--- src/rtl/job_dispatcher_defines.svh ---
// ---------------------------------------------------------------------------
// Job dispatcher assertion macros
// Shared concurrent assertion wrappers, clocked on clk and disabled in rst.
// ---------------------------------------------------------------------------
`ifndef JOB_DISPATCHER_DEFINES_SVH
`define JOB_DISPATCHER_DEFINES_SVH

`ifndef ASSERT_OFF

// Property that must hold at every clock edge outside reset.
`define JD_ASSERT(lbl, prop, msg) \
  lbl: assert property (@(posedge clk) disable iff (rst) (prop)) else $error(msg);

// Condition in one cycle that implies a consequence in the next.
`define JD_ASSERT_NEXT(lbl, ante, cons, msg) \
  lbl: assert property (@(posedge clk) disable iff (rst) (ante) |=> (cons)) else $error(msg);

`else

`define JD_ASSERT(lbl, prop, msg)
`define JD_ASSERT_NEXT(lbl, ante, cons, msg)

`endif

`endif

--- src/rtl/jd_pkg.sv ---
// ---------------------------------------------------------------------------
// Job dispatcher package
// Field widths, command and status codes, and the control structs shared
// between the dispatcher and its worker allocator.
// ---------------------------------------------------------------------------
package jd_pkg;

  // Fixed port widths.
  localparam int JOB_W = 32;
  localparam int WID_W = 3;
  localparam int QC_W  = 11;
  localparam int ACT_W = 4;

  // Default sizing.
  localparam int DEF_WORKERS     = 8;
  localparam int DEF_QUEUE_DEPTH = 1024;
  localparam int DEF_JOB_BITS    = 32;

  // Configuration.
  localparam logic [ACT_W-1:0] ACT_RESET      = 4'd8;
  localparam logic             REG_IDX_ACTIVE = 1'b0;

  // Input commands.
  localparam logic CMD_SUBMIT = 1'b0;
  localparam logic CMD_DONE   = 1'b1;

  // Result status codes.
  typedef enum logic [2:0] {
    ST_ASSIGNED = 3'd0,
    ST_QUEUED   = 3'd1,
    ST_DROPPED  = 3'd2,
    ST_REFILLED = 3'd3,
    ST_IDLE     = 3'd4,
    ST_BAD_DONE = 3'd5
  } status_t;

  // Requests from the dispatcher to the allocator.
  typedef struct packed {
    logic claim;   // mark the lowest idle enabled worker busy
    logic retire;  // mark the finishing worker idle
  } alloc_ctl_t;

  // Answers from the allocator.
  typedef struct packed {
    logic free_found;  // some enabled worker is idle
    logic done_ok;     // the finishing worker is enabled and busy
  } alloc_stat_t;

endpackage

--- src/rtl/jd_alloc.sv ---
// ---------------------------------------------------------------------------
// Job dispatcher worker allocator
// Holds the busy bits, finds the lowest idle enabled worker and checks done
// reports against the enabled, busy set.
// ---------------------------------------------------------------------------
`include "job_dispatcher_defines.svh"

module jd_alloc #(
  parameter int WORKERS = 8,
  parameter int IDX_W   = (WORKERS > 1) ? $clog2(WORKERS) : 1
) (
  input  logic                     clk,
  input  logic                     rst,
  input  logic [jd_pkg::ACT_W-1:0] act_cnt,
  input  logic [jd_pkg::WID_W-1:0] done_id,
  input  jd_pkg::alloc_ctl_t       ctl,
  output jd_pkg::alloc_stat_t      stat,
  output logic [IDX_W-1:0]         free_idx,
  output logic                     idle_after
);

  import jd_pkg::*;

  logic [WORKERS-1:0] busy;
  logic [WORKERS-1:0] busy_next;
  logic [WORKERS-1:0] en;

  // Workers below the active count are enabled.
  always_comb begin
    for (int i = 0; i < WORKERS; i++) begin
      en[i] = (i < int'(act_cnt));
    end
  end

  // Priority search for the lowest idle enabled worker, and done check.
  always_comb begin
    stat.free_found = 1'b0;
    stat.done_ok    = 1'b0;
    free_idx        = '0;
    for (int i = WORKERS - 1; i >= 0; i--) begin
      if (en[i] && !busy[i]) begin
        stat.free_found = 1'b1;
        free_idx        = IDX_W'(i);
      end
    end
    for (int i = 0; i < WORKERS; i++) begin
      if ((i == int'(done_id)) && en[i] && busy[i]) begin
        stat.done_ok = 1'b1;
      end
    end
  end

  // Busy bits after this step; disabled workers keep theirs.
  always_comb begin
    for (int i = 0; i < WORKERS; i++) begin
      busy_next[i] = (busy[i] || (ctl.claim && (i == int'(free_idx))))
                     && !(ctl.retire && (i == int'(done_id)));
    end
    idle_after = ((busy_next & en) == '0);
  end

  always_ff @(posedge clk) begin
    if (rst) begin
      busy <= '0;
    end else begin
      busy <= busy_next;
    end
  end

  `JD_ASSERT(a_free_is_idle, stat.free_found |-> (en[free_idx] && !busy[free_idx]),
             "allocator picked a busy or disabled worker")
  `JD_ASSERT_NEXT(a_claim_sets, ctl.claim, busy[$past(free_idx)],
                  "claimed worker not marked busy")
  `JD_ASSERT(a_one_op, !(ctl.claim && ctl.retire), "claim and retire in the same step")

endmodule

--- config.mk ---
export PLATFORM = sky130hd
export DESIGN_NAME = jd_alloc
export DESIGN_NICKNAME = d
export VERILOG_FILES = /design/src/rtl/jd_pkg.sv /design/src/rtl/jd_alloc.sv
export VERILOG_INCLUDE_DIRS = /design/src /design/src/rtl
export SDC_FILE = /design/constraint.sdc
export NUM_CORES = 1
export LEC_CHECK = 0
export BUFFER_PORTS_ARGS = -buffer_cell sky130_fd_sc_hd__buf_2
export CORE_MARGIN = 4
export CORE_UTILIZATION = 40
export CTS_CLUSTER_SIZE = 14
export DETAILED_ROUTE_END_ITERATION = 16
export PLACE_DENSITY_LB_ADDON = 0.15
export SLEW_MARGIN = 20
export SYNTH_ARGS = -nofsm -noshare
export SYNTH_HDL_FRONTEND = slang
export SYNTH_SLANG_ARGS = --single-unit
--- constraint.sdc ---
create_clock -name clk -period 2.05 [get_ports clk]
set_input_delay 0.3075 -clock clk [delete_from_list [all_inputs] [get_ports clk]]
set_output_delay 0.3075 -clock clk [all_outputs]
set_load 0.1 [all_outputs]
==> metrics.yaml, run 1 <==
outcome: "finished with violations"
violations: "negative setup slack"
critical_path_peak_fanout: 3
vias_per_cell: 5.82
syn_inst: 125
r2r_start: "busy[4]"
gp_congestion: 0.934
ys.flop_type: "dfxtp_1"
boundaryPins: 17
root_buffer: "clkbuf_4"
clk_path_buf_depth: 2
initialDrtViolationCount: 72
clock-skew-final_ns: 0.00326
hp-start: "rst"
setup_viol: 1
r2r_cells: 8
slew_violations: 0
ys_async_sr_fraction_pct: 0
sequentialPowerShare_pct: 27.9
core_mm2: 0.00202
hpwl_um: 2660
grt_max_degree: 13
switching_power_uw: 228
path_class: "register to primary output"
synth-seq-cells: 8
clk_pin_slew_ns: 0.05
cts_num_sinks: 8
grt_pass1_vias: 1260
die_w_um: 55.0
diodes: 0
drtAntennaViolNets: 0
postSynthNetCount: 136
synthDominantCellAreaShare_pct: 18.2
swShare_pct: 38.9
ir_drop_mv: 0.458
min_period_over_period_pct: 124
worstSkewPairLatency_ns: 0.25
ys_top_cells_by_area: "dfxtp_1 (18%), nand2_1 (8.5%), nor2b_1 (6.4%)"
drtPass1Iterations: 4
hold_ws_ns: 0.318
largestRegisters: "busy x8"
min_delay_worst_endpoint: "busy[0]"
cts_buffers: 3
synth_top_area_cell: "dfxtp_1"
die_y_um: 55.0
cts_tree: "yes"
final_common_cell: "buf_4"
wl_per_cell_um: 16.3
avgSynthCellArea_um2: 7.06
layout_min_cycle_time_ns: 2.55
arrival_ns: 2.24
die-area_mm2: 0.00302
tightest_slew_ns: 0.451
cp-end-kind: "primary output"
max_freq_ghz: 0.392
worst_r2r_endpoint: "busy[4]"
setup_slack_ns: -0.501
drc: 0
grt_overflow: 0
synth_edf_count: 0
antenna_found_initial: 0
rrSetupSlack_ns: 0.31
slew_headroom_pct: 69.6
hp-class: "primary input to register"
rsz0062_at_grt: "true"
yosysWarnings: 0
portBuffers: 16
rows: 16
syn_to_final_growth_pct: 83.7
final_layout_size_suffix_gt1_share_pct: 56.1
combPwrFrac_pct: 52.0
p_int_uw: 357
dr_total_vias: 1258
h-tree-depth: 1
grt.total_usage_pct: 26.0
ys_seq_area_share_pct: 18.2
start_util_pct: 43.6
finalHoldViolCount: 0
nets: 202
layout_common_cells: "buf_4 (51), nand2_1 (19), buf_2 (9), nor2b_1 (8), nor2_1 (8)"
cap_violations: 0
hold_path_depth: 2
syn_area_um2: 882
synth.distinct_cells: 45
regMostFlops: "busy"
clockPowerShare_pct: 20.1
cts_hold_buffers: 0
dpl_worst_slack_ns: -0.462
power_per_cell_area_mw_per_mm2: 361
p_leak_uw: 0.000681
grt_pass1_wl_um: 5600
largest_reg_flops: 8
critPathRequiredTime_ns: 1.74
cp-start-kind: "register"
wirelength_um: 3520
==> Yosys cell counts, types with 3 or more instances <==
| library cell | instances |
|---|---|
| nand2_1 | 20 |
| nand3_1 | 8 |
| nand4_1 | 4 |
| inv_1 | 6 |
| nor2b_1 | 9 |
| nor2_2 | 3 |
| o21ai_0 | 9 |
| nor2_1 | 8 |
| a21oi_1 | 8 |
| dfxtp_1 | 8 |
| a22oi_1 | 3 |
==> per-stage QoR <==
stage / TNS [ns] / instance area (um2) / instances / total power (uW) / util, %
6_report: -0.501 / 1620 / 216 / 585 / 80.1
2_1_floorplan: -0.703 / 948 / 125 / 317 / -
4_1_cts: -0.504 / 1580 / 216 / 575 / 78.2
3_5_place_dp: -0.657 / 1430 / 210 / 434 / 70.7
3_3_place_gp: -0.527 / 1430 / 210 / 430 / 70.7
5_1_grt: -0.568 / 1620 / 216 / 614 / 80.1
==> per-layer routing <==
metal	global-route usage [%]	wire length (um)	up-vias
met5	0	0	-
met2	44.7	1730	57
met3	4.56	228	14
li1	-	-	593
met1	31.4	1460	594
met4	11.7	102	0
==> final cells by class <==
| type | instances | area (um2) |
|---|---|---|
| clock buffers | 3 | 22.5 |
| fillers | 131 | 402 |
| inverters | 6 | 22.5 |
| multi-input cells | 106 | 830 |
| flip-flops and latches | 8 | 173 |
| well taps | 27 | 33.8 |
| repair buffers | 66 | 539 |
==> worst max-delay path by stage <==
stage,cells after the start,startpoint,end,slack [ns]
floorplan,8,act_cnt[2],idle_after,-0.70
CTS,8,busy[2],idle_after,-0.47
global placement,10,act_cnt[0],idle_after,-0.38
finish,8,busy[2],idle_after,-0.50
global route,8,busy[3],idle_after,-0.57
detailed placement,9,act_cnt[3],idle_after,-0.46
==> power groups by stage <==
stage          combinational, uW  sequential, uW  clock, uW
4_1_cts                      288             163        124
6_report                     304             163        118
3_3_place_gp                 262             168          0
3_5_place_dp                 266             168          0
5_1_grt                      320             163        131
2_1_floorplan                149             167          0
==> critical path, stage by stage (launching register included) <==
cell	delay, ns
dfxtp_4	0.35
nand3b_1	0.18
a22o_1	0.26
and2_4	0.16
a31o_4	0.24
nand4_1	0.09
a31oi_2	0.14
nor4_4	0.35
buf_12	0.21
==> cells by family (layout without fill, tap and decap cells) <==
kind of cell    count (synthesis)  after routing  synth area share (%)
compound gates                 40             40                  33.9
simple gates                   65             65                  39.9
flops                           8              8                  18.2
mux                             1              1                  1.13
buf+inv                        11             75                  6.95
==> timing repair <==
action / 4_1_cts / 5_1_grt
pin swaps: 11 / 3
gates resized for setup: 26 / 10
endpoints found under the setup margin: 4 / 4
gates cloned: 0 / 0
setup buffers: 3 / 0
(Power assumes the default switching activity.)
==> run 2: changes to the inputs <==
--- a/config.mk
+++ b/config.mk
@@ -6,12 +6,14 @@
 export SDC_FILE = /design/constraint.sdc
 export NUM_CORES = 1
 export LEC_CHECK = 0
+export ABC_AREA = 0
 export BUFFER_PORTS_ARGS = -buffer_cell sky130_fd_sc_hd__buf_2
 export CORE_MARGIN = 4
 export CORE_UTILIZATION = 40
 export CTS_CLUSTER_SIZE = 14
 export DETAILED_ROUTE_END_ITERATION = 16
 export PLACE_DENSITY_LB_ADDON = 0.15
+export REMOVE_ABC_BUFFERS = 1
 export SLEW_MARGIN = 20
 export SYNTH_ARGS = -nofsm -noshare
 export SYNTH_HDL_FRONTEND = slang
==> constraint.sdc (replaced) <==
create_clock -name clk -period 3 [get_ports clk]
set_input_delay 0.45 -clock clk [delete_from_list [all_inputs] [get_ports clk]]
set_output_delay 0.45 -clock clk [all_outputs]
set_load 0.1 [all_outputs]
==> run 2 against run 1 <==
  * The run now ends clean
  * Sequential power fell by 30%
  * Worst setup slack improved by 0.67 ns
  * Clock skew rose by 0.0043 ns
  * Sequential share of layout area rose by 5.2 points
  * Hold slack improved by 0.15 ns
  * Clock power down 31%
  * Global-route usage down 7.3 points
  * Flip-flop and latch count unchanged
  * Largest cell class unchanged
  * Largest power group unchanged
==> metrics.yaml, run 2 (synthesized netlist as in run 1, its figures left out) <==
wl_per_cell_um: 14.7
fill_cells: 213
postCtsSetupBuffers: 0
rrSetupSlack_ns: 1.27
nets: 153
largestRegisters: "busy x8"
boundaryPins: 17
diodes: 0
worst_r2r_endpoint: "busy[4]"
root_buffer: "clkbuf_4"
drtPass1Iterations: 4
dr_total_vias: 998
r2r_start: "busy[4]"
critical_path_peak_fanout: 13
worstSkewPairLatency_ns: 0.25
largest_reg_flops: 8
drc: 0
placed_area_um2: 980
layout_common_cells: "nand2_1 (20), buf_2 (15), nor2b_1 (9), o21ai_0 (9)"
drtAntennaViolNets: 0
arrival_ns: 2.38
core_mm2: 0.00202
critPathRequiredTime_ns: 2.55
power_per_cell_area_mw_per_mm2: 320
crit_end: "idle_after"
final_common_cell: "nand2_1"
antenna_found_initial: 0
max_freq_ghz: 0.354
rows: 16
cts_buffers: 3
clk_path_buf_depth: 2
grt_overflow: 0
cp-start-kind: "primary input"
hpwl_um: 1880
min_period_over_period_pct: 94.2
regMostFlops: "busy"
initialDrtViolationCount: 31
r2r_cells: 7
final_layout_size_suffix_gt1_share_pct: 22.9
cts_tree: "yes"
h-tree-depth: 1
slew_violations: 0
gp_congestion: 0.898
grt_pass1_vias: 937
start_util_pct: 43.6
grt_pass1_wl_um: 4160
grt.total_usage_pct: 18.7
ir_drop_mv: 0.229
syn_to_final_growth_pct: 14.2
clock-skew-final_ns: 0.00760
die_w_um: 55.0
final_area_mm2: 0.00101
portBuffers: 16
path_class: "primary input to primary output"
cts_num_sinks: 8
layout_min_cycle_time_ns: 2.83
outcome: "completed"
setup_viol: 0
hp-start: "rst"
startpoint: "act_cnt[3]"
grt_max_degree: 14
finalHoldViolCount: 0
wirelength_um: 2460
rsz0062_at_grt: "false"
die-area_mm2: 0.00302
die_y_um: 55.0
slew_headroom_pct: 67.9
hold_ws_ns: 0.470
cp-end-kind: "primary output"
hp-class: "primary input to register"
cap_violations: 0
p_leak_uw: 0.000390
clk_pin_slew_ns: 0.06
vias_per_cell: 5.98
tightest_slew_ns: 0.484
run 2: cell types whose count changed in the layout (fill, tap and decap cells not counted), moves of 2 or more:
cell and delta:
buf_4 -50, o21ai_0 +7, buf_2 +6, dfxtp_1 +6, buf_12 -4, dfxtp_2 -4, o21ai_1 -4, a21oi_1 +3
a21oi_2 -2, a22oi_1 +2, a22oi_2 -2, dfxtp_4 -2, nor4_4 -2, o21ai_2 -2
run 2: report_power, final:
| group | internal, uW | switching, uW |
|---|---|---|
| Clock | 45.7 | 36.0 |
| Sequential | 109 | 4.40 |
| Combinational | 38.5 | 88.5 |
run 2: routing by layer:
layer	track usage (%)	wire, um
met1	25.5	1150
met2	29.3	1140
met3	3.75	150
met4	6.07	19
met5	0	0
run 2: critical path: stages:
cell and delay [ns]:
buf_2 0.19, nor2_4 0.22, nand3_1 0.12, a32oi_2 0.27, a21oi_1 0.14, o21a_1 0.21
o2bb2a_4 0.22, nor4_2 0.32, buf_12 0.22
run 2: worst min-delay path by stage:
stage | end | cells after the start
floorplan | busy[6] | 1
global placement | busy[7] | 3
detailed placement | busy[7] | 3
CTS | busy[1] | 2
global route | busy[1] | 2
finish | busy[1] | 2
run 2: area by class of cell:
cell class | instances | area (um2) | area share [%]
repair buffers | 17 | 103 | 10.2
inverters | 6 | 22.5 | 2.24
flip-flops and latches | 8 | 160 | 15.9
well taps | 27 | 33.8 | 3.35
multi-input cells | 106 | 666 | 66.1
clock buffers | 3 | 22.5 | 2.24
run 2: timing repair:
action                                  in CTS  in global routing
endpoints found under the setup margin       0                  1
hold buffers                                 0                  0
gates resized for setup                      0                  1
endpoints found under the hold margin        0                  0
run 2: through the flow:
stage	setup slack [ns]	TNS (ns)	utilization [%]	std cells	total power (uW)
finish	0.173	0	49.8	167	322
global route	0.00573	0	49.8	167	339
CTS	0.0849	0	49.6	167	323
detailed placement	0.0955	0	48.5	164	240
global placement	0.119	0	48.5	164	241
floorplan	-0.649	-1.26	-	120	197
==> run 3: changes to the inputs <==
--- a/config.mk
+++ b/config.mk
@@ -7,11 +7,11 @@
 export NUM_CORES = 1
 export LEC_CHECK = 0
 export ABC_AREA = 0
-export BUFFER_PORTS_ARGS = -buffer_cell sky130_fd_sc_hd__buf_2
 export CORE_MARGIN = 4
 export CORE_UTILIZATION = 40
 export CTS_CLUSTER_SIZE = 14
 export DETAILED_ROUTE_END_ITERATION = 16
+export DONT_BUFFER_PORTS = 1
 export PLACE_DENSITY_LB_ADDON = 0.15
 export REMOVE_ABC_BUFFERS = 1
 export SLEW_MARGIN = 20
==> constraint.sdc (replaced) <==
create_clock -name clk -period 3 [get_ports clk]
set_input_delay 0.45 -clock clk [delete_from_list [all_inputs] [get_ports clk]]
set_output_delay 0.45 -clock clk [all_outputs]
set_load 0.02 [all_outputs]
==> run 3 against run 2 <==
  * Flip-flop and latch count is the same
  * Routed wire length shrank 1.1%
  * Sequential share of layout area grew 1.8 points
  * Worst setup slack gained 0.081 ns
  * Hold slack lost 0.22 ns
  * Clock skew shrank 0.0010 ns
  * Core utilization shrank 5.0 points
  * Die area is the same
  * Register-to-register slack lost 0.04 ns
  * Combinational power shrank 49%
  * Critical path type is now register to primary output
  * Critical endpoint unchanged
  * Largest power group is now sequential cells
  * Highest routed layer unchanged
==> metrics.yaml, run 3 (synthesized netlist as in run 1, its figures left out) <==
outcome: "completed"
syn_to_final_growth_pct: 2.84
drtAntennaViolNets: 0
start_util_pct: 43.6
rows: 16
min_period_over_period_pct: 91.5
grt.total_usage_pct: 18.3
die_y_um: 55.0
cp-start-kind: "register"
nets: 137
grt_pass1_wl_um: 3950
antenna_found_initial: 0
largest_reg_flops: 8
rsz0062_at_grt: "false"
slew_violations: 0
critical_path_peak_fanout: 6
switching_power_uw: 80.1
wl_per_cell_um: 16.1
crit_chain: "inv_1, nor4_1, a21oi_1, a41o_1, a22oi_1, o22ai_1, nor4_2, buf_4"
grt_pass1_vias: 848
cpPeakStageDelay_ns: 0.48
p_int_uw: 182
clock-skew-final_ns: 0.00658
clockPowerShare_pct: 31.9
layout_min_cycle_time_ns: 2.75
sequentialPowerShare_pct: 43.5
cts_resized: 0
hpwl_um: 1820
tightest_slew_ns: 0.642
h-tree-depth: 1
max_freq_ghz: 0.364
cts_buffers: 3
cap_violations: 0
drc: 0
wirelength_um: 2430
arrival_ns: 2.30
diodes: 0
cts_tree: "yes"
placed_area_um2: 885
grt_max_degree: 14
core_mm2: 0.00202
power_per_cell_area_mw_per_mm2: 289
finalHoldViolCount: 0
path_class: "register to primary output"
portBuffers: 0
vias_per_cell: 6.32
clk_pin_slew_ns: 0.06
die_w_um: 55.0
gp_congestion: 0.835
initialDrtViolationCount: 39
clk_path_buf_depth: 2
hp-class: "primary input to register"
worstSkewPairLatency_ns: 0.26
drtPass1Iterations: 5
dr_total_vias: 954
setup_viol: 0
swShare_pct: 30.6
postCtsSetupBuffers: 0
fill_cells: 204
root_buffer: "clkbuf_4"
cts_hold_buffers: 0
p_leak_uw: 0.000319
combPwrFrac_pct: 24.5
layout_common_cells: "nand2_1 (20), nor2b_1 (9), o21ai_0 (9)"
slew_headroom_pct: 56.8
grt_overflow: 0
critPathRequiredTime_ns: 2.55
final_common_cell: "nand2_1"
final_area_um2: 907
slowest_stage: "dfxtp_1"
multi_input_area_um2: 661
final_layout_size_suffix_gt1_share_pct: 12.9
seq_area_um2: 160
ir_drop_mv: 0.246
die-area_mm2: 0.00302
cts_num_sinks: 8
largestRegisters: "busy x8"
cp-end-kind: "primary output"
regMostFlops: "busy"
tns_ns: 0
boundaryPins: 17
-- run 3: worst paths after layout --
path,start,endpoint,slack (ns),cells after the start
hold / removal,rst,busy[6],0.25,1
setup reg to reg,busy[3],busy[4],1.23,6
setup / recovery,busy[3],idle_after,0.25,8
hold reg to reg,busy[7],busy[7],0.70,3
-- run 3: area by class of cell --
class | instances | share of cell area (%)
clock buffers | 3 | 2.48
inverters | 6 | 2.48
multi-input cells | 106 | 72.8
flip-flops and latches | 8 | 17.7
well taps | 27 | 3.72
repair buffers | 1 | 0.828
-- run 3: routing by layer --
layer  global-route usage (%)  vias to the layer above  part of all wire, %
li1                         -                      462                    -
met3                     4.83                        4                  9.3
met1                     23.4                      443                   44
met4                     8.50                        0                  1.4
met5                        0                        -                    0
met2                     28.5                       45                   45
-- run 3: critical path, delay by kind of cell, from the launching register on --
family                 cells  cell delay [ns]
DFF                        1             0.48
buffers and inverters      2             0.27
and+or+nand+nor            2             0.60
AOI/OAI and AO/OA          4             0.70
-- run 3: per-stage QoR --
step / hold WS [ns] / utilization [%] / worst slack, ns / cells / total power (uW)
floorplan: 0.522 / - / 0.594 / 120 / 167
global placement: 0.524 / 43.8 / 0.509 / 148 / 180
detailed placement: 0.525 / 43.8 / 0.482 / 148 / 179
CTS: 0.258 / 44.9 / 0.288 / 151 / 262
global route: 0.251 / 44.9 / 0.0812 / 151 / 275
finish: 0.253 / 44.9 / 0.254 / 151 / 262
-- run 3: power groups by stage --
stage | Sequential [uW] | Clock (uW) | Combinational [uW]
3_3_place_gp | 116 | 0 | 64.4
4_1_cts | 114 | 84.2 | 63.8
2_1_floorplan | 114 | 0 | 52.9
6_report | 114 | 83.6 | 64.3
3_5_place_dp | 116 | 0 | 63.4
5_1_grt | 114 | 89.0 | 71.1
